--- src/rtl/core/trnl_pkg.sv ---
// ----------------------------------------------------------------------------
// trnl_pkg
// Types and constants shared by the ring look-up controller and datapath.
// ----------------------------------------------------------------------------
package trnl_pkg;

   localparam int ANGLE_W    = 16;
   localparam int ROW_FIELDS = 8;
   localparam int SLOT_W     = 5;
   localparam int CSR_W      = 6;
   localparam int RESET_LEN  = 30;

   localparam logic OP_ADD    = 1'b0;
   localparam logic OP_LOOKUP = 1'b1;

   typedef logic [ROW_FIELDS-1:0][ANGLE_W-1:0] row_type;

   typedef enum logic [2:0] {
      ST_IDLE,
      ST_LOAD,
      ST_FIRST,
      ST_COMPARE,
      ST_ROW,
      ST_RESPOND
   } state_type;

   typedef struct packed {
      logic cfg_write;
      logic add;
      logic lookup;
      logic fetch;
      logic shift;
      logic hit;
   } cmd_type;

   typedef struct packed {
      logic short_ring;
      logic hit;
      logic last_pair;
   } status_type;

endpackage

--- src/rtl/core/trnl_ctrl.sv ---
// ----------------------------------------------------------------------------
// trnl_ctrl
// Sequencer for add, search walk, row read and response strobe.
// ----------------------------------------------------------------------------
module trnl_ctrl (
   input  logic                clock,
   input  logic                reset,
   input  logic                start,
   input  logic                req_operation,
   input  logic                csr_valid,
   input  trnl_pkg::status_type status,
   output logic                busy,
   output logic                csr_ready,
   output logic                rsp_valid,
   output trnl_pkg::cmd_type   cmd
);
   import trnl_pkg::*;

   state_type state_ff;
   state_type state_in;

   always_ff @(posedge clock) begin
      if (reset) begin
         state_ff <= ST_IDLE;
      end else begin
         state_ff <= state_in;
      end
   end

   always_comb begin
      state_in  = state_ff;
      cmd       = '0;
      busy      = 1'b1;
      csr_ready = 1'b0;
      rsp_valid = 1'b0;
      unique case (state_ff)
         ST_IDLE: begin
            busy          = 1'b0;
            csr_ready     = 1'b1;
            cmd.cfg_write = csr_valid;
            if (start) begin
               if (req_operation == OP_ADD) begin
                  cmd.add = 1'b1;
               end else begin
                  cmd.lookup = 1'b1;
                  state_in   = status.short_ring ? ST_RESPOND : ST_LOAD;
               end
            end
         end
         ST_LOAD: begin
            cmd.fetch = 1'b1;
            state_in  = ST_FIRST;
         end
         ST_FIRST: begin
            cmd.fetch = 1'b1;
            cmd.shift = 1'b1;
            state_in  = ST_COMPARE;
         end
         ST_COMPARE: begin
            if (status.hit) begin
               cmd.hit  = 1'b1;
               state_in = ST_ROW;
            end else if (status.last_pair) begin
               state_in = ST_RESPOND;
            end else begin
               cmd.fetch = 1'b1;
               cmd.shift = 1'b1;
            end
         end
         ST_ROW: begin
            state_in = ST_RESPOND;
         end
         ST_RESPOND: begin
            rsp_valid = 1'b1;
            state_in  = ST_IDLE;
         end
         default: begin
            state_in = ST_IDLE;
         end
      endcase
   end

endmodule

--- config.mk ---
export PLATFORM = sky130hd
export DESIGN_NAME = trnl_ctrl
export DESIGN_NICKNAME = d
export VERILOG_FILES = /design/src/rtl/core/trnl_pkg.sv /design/src/rtl/core/trnl_ctrl.sv
export SDC_FILE = /design/constraint.sdc
export NUM_CORES = 1
export LEC_CHECK = 0
export BUFFER_PORTS_ARGS = -buffer_cell sky130_fd_sc_hd__clkbuf_2
export CELL_PAD_IN_SITES_DETAIL_PLACEMENT = 0
export CELL_PAD_IN_SITES_GLOBAL_PLACEMENT = 2
export CORE_AREA = 4 4 41 43
export DETAILED_ROUTE_END_ITERATION = 8
export DIE_AREA = 0 0 45 47
export PLACE_DENSITY_LB_ADDON = 0.1
export RECOVER_POWER = 100
export SLEW_MARGIN = 10
export SYNTH_ARGS = -nofsm -noshare
export SYNTH_HDL_FRONTEND = slang
export SYNTH_SLANG_ARGS = --single-unit
export TNS_END_PERCENT = 30
--- constraint.sdc ---
create_clock -name clock -period 1.8 [get_ports clock]
set_input_delay 0.54 -clock clock [delete_from_list [all_inputs] [get_ports clock]]
set_output_delay 0.54 -clock clock [all_outputs]
set_load 0.02 [all_outputs]
==> key figures <==
Worst setup path
  • WP data required: 1.26 ns
  • CP startpoint: state_ff[1]$_SDFFE_PP0P_
  • Setup CP Type: flop to output port
  • Reg-to-reg startpoint: state_ff[2]$_SDFFE_PP0P_
  • Crit-path cells: nor3_4 > inv_2 > nor3b_4 > buf_4
  • R2r setup slk: between 0.7 and 0.8 ns
  • Reg-to-reg endpoint: state_ff[2]$_SDFFE_PP0P_
  • Max stage delay on crit path: approximately 0.36 ns
  • Crit start category: flop
  • CP bufs+invs: 2
  • CP max-delay cell: dfxtp_2
  • CP Max Fanout: 7
  • CP delay by family, top: simple AND/OR/NAND/NOR gates
  • Worst EP arrival: 1.22 ns
  • Levels on crit path: 4
  • Crit end category: output port
  • Reg2Reg Depth: 3

STA
  • Count of final hold-check violations: 0
  • Final setup margin: 0.04047 ns
  • WHS: approximately 0.51 ns
  • Clock skew: between 0.005 and 0.006 ns
  • Slew HR: 82.79%
  • Period utilisation layout: between 90% and 100%
  • Worst Max-Slew Pin Slew: 0.2593 ns
  • Final setup viols: 0
  • TNS Setup: 0 ns
  • RSZ-0062 raised after global routing: yes
  • Min Tclk post-route: about 1.8 ns
  • Final Max Slew Viols: 0
  • Fmax: ~570 MHz

Finish
  • Final core occ: roughly 27%
  • Biggest regs: state_ff: 3 flops
  • Area growth from synthesis to layout: 53.23%
  • ANT cells: 0
  • Filler cell count: 161
  • Nets: 56
  • Register bank with the most flops: state_ff
  • Max reg flops: 3
  • Multi-input gate area: ~160 µm²
  • Ratio of cells with drive above 1 in the final layout: 53.19%
  • Final std cells w/o fill: 62
  • FF+latch area: approximately 64 µm²

Worst hold path
  • Hold Crit Depth: 2
  • Hold Path Sink: state_ff[2]$_SDFFE_PP0P_
  • HP Class: input port to flop
  • Hold Crit Start: reset

Synthesis
  • Ys Warns: 0
  • Syn avg cell area: 8.312 µm²
  • Register area share after synthesis: ~26%
  • Synth Cell Area: between 200 and 250 µm²
  • Post-synthesis cell count: 28
  • Yosys reg bits: 3
  • Post-synthesis net count: 36
  • Yosys cell types: 18

Global route
  • Aggregate global routing overflow: 0
  • Initial antenna violation count: 0
  • Met3 usage: 4.598%
  • Met2 usage: 8.757%
  • Aggregate global-route resource usage: 5.919%
  • First-pass GRT wire length: 855 µm
  • Vias in the first global route: between 200 and 250
  • Global route hottest layer: met2
  • Met1 global-route usage: 6.576%
  • Largest net degree at the start of global routing: 9

Placement
  • Place WS: 0.06364 ns
  • Placed Cells incl. Taps: 58
  • GPL Wtd Cong: 0.7145
  • Hpwl dp: 537.1 µm
  • IO buf count: 16

Clocking
  • Skew-Pair Late Insertion Delay: between 0.2 and 0.25 ns
  • CTS tree: built
  • Post-CTS setup buffer count: 0
  • Bufs on Longest Clock Path: 2
  • CTS buffer count: 3
  • Clock sink count: 3
  • CTS clk-pin slew, worst paths: about 0.03 ns
  • Clock root cell: clkbuf_4
  • # resized after CTS: 3
  • Post-CTS Hold Fix Bufs: 0
  • H-tree Lvls: 1

Routing
  • Vias: 253
  • Detail Route Antenna Nets: 0
  • Vias/cell: 4.081
  • Routed wire length: 638 µm
  • Routed len/inst: about 10 µm
  • DR pass1 iterations: 4
  • Detailed-route DRC error count: 0
  • Initial DRC count: 5

Status
  • Status: finished clean

Die
  • Die Y: 47 µm
  • FP Rows: 13
  • Initial Util: 17.88%
  • Die area: 2115 µm²
  • Die width: 45 µm
  • Placeable Area: 1301 µm²
  • I/O pin cnt: 17

Pwr
  • Pleak: 0.1687 nW
  • Pwr Density: around 1100 nW/µm²
  • Worst VDD drop: 0.0006224 V

Flow run
  • Max Cap Viol: 0
[cells by family after synthesis]
family | count (synthesis) | synth area share, %
and+or+nand+nor | 15 | 38.17
buffers and inverters | 3 | 9.677
muxes | 1 | 4.301
DFF | 3 | 25.81
AOI/OAI and AO/OA | 6 | 22.04
[worst register-to-register path: cells and delay by family, from the launching register on]
kind | cells | cell delay, ns
AOI/OAI and AO/OA | 2 | 0.49
DFF | 1 | 0.41
and+or+nand+nor | 1 | 0.07
[through the flow]
stage / instance area [µm²] / total power [mW]
6_report: 356.6 / 0.3834
3_5_place_dp: 326.6 / 0.2645
4_1_cts: 357.8 / 0.3884
2_1_floorplan: 239.0 / 0.2128
5_1_grt: 356.6 / 0.4136
3_3_place_gp: 326.6 / 0.2645
[cells in the final DEF (no fill, tap or decap)]
cell type,Yosys,final
clkbuf_1,0,5
and2b_2,1,1
nand2b_1,1,1
o21ai_2,1,1
mux2i_1,1,1
o211a_1,1,1
a21oi_1,2,2
a211oi_2,1,1
clkbuf_4,0,3
clkbuf_2,0,9
nor3b_4,0,1
nor2_1,6,6
nor3_4,1,1
buf_2,0,1
and2_1,1,1
o32a_1,1,1
dfxtp_2,0,3
buf_4,1,3
nor3_1,1,1
inv_2,1,1
nand2_1,3,3
[power by group]
| part | switching (mW) | total (mW) | internal, mW |
|---|---|---|---|
| clock | 0.0347 | 0.118 | 0.0830 |
| sequential | 0.0218 | 0.0999 | 0.0781 |
| combinational | 0.0942 | 0.166 | 0.0715 |
| total | 0.151 | 0.383 | 0.233 |
[worst max-delay path by stage]
stage                   to  slack, ns
finish              cmd[4]       0.04
global route        cmd[4]      -0.02
CTS                 cmd[4]      0.003
detailed placement  cmd[2]       0.06
global placement    cmd[2]       0.08
floorplan           cmd[3]       0.01
[final cells by class]
class                      instances  area share [%]
clock buffer                       4           7.368
timing repair buffer              17           24.56
tap                               15           5.263
inverter                           1           1.053
multi-input combinational         22           43.86
sequential                         3           17.89
[synth_stat cells]
cell / instances / share of area, %
a211oi_2: 1 / 5.4
a21oi_1: 2 / 4.3
and2_1: 1 / 2.7
and2b_2: 1 / 3.8
buf_4: 1 / 3.2
buf_6: 1 / 4.8
dfxtp_1: 3 / 26
inv_2: 1 / 1.6
mux2i_1: 1 / 4.3
nand2_1: 3 / 4.8
nand2b_1: 1 / 2.7
nor2_1: 6 / 9.7
nor3_1: 1 / 2.1
nor3_4: 1 / 7.0
nor3b_2: 1 / 5.4
o211a_1: 1 / 4.3
o21ai_2: 1 / 3.8
o32a_1: 1 / 4.3
[per-layer routing]
layer,vias to the layer above,share of wire [%]
met3,0,9.9
met1,105,43
li1,136,-
met2,12,47
met5,-,0
met4,0,0
(Power assumes the default switching activity.)
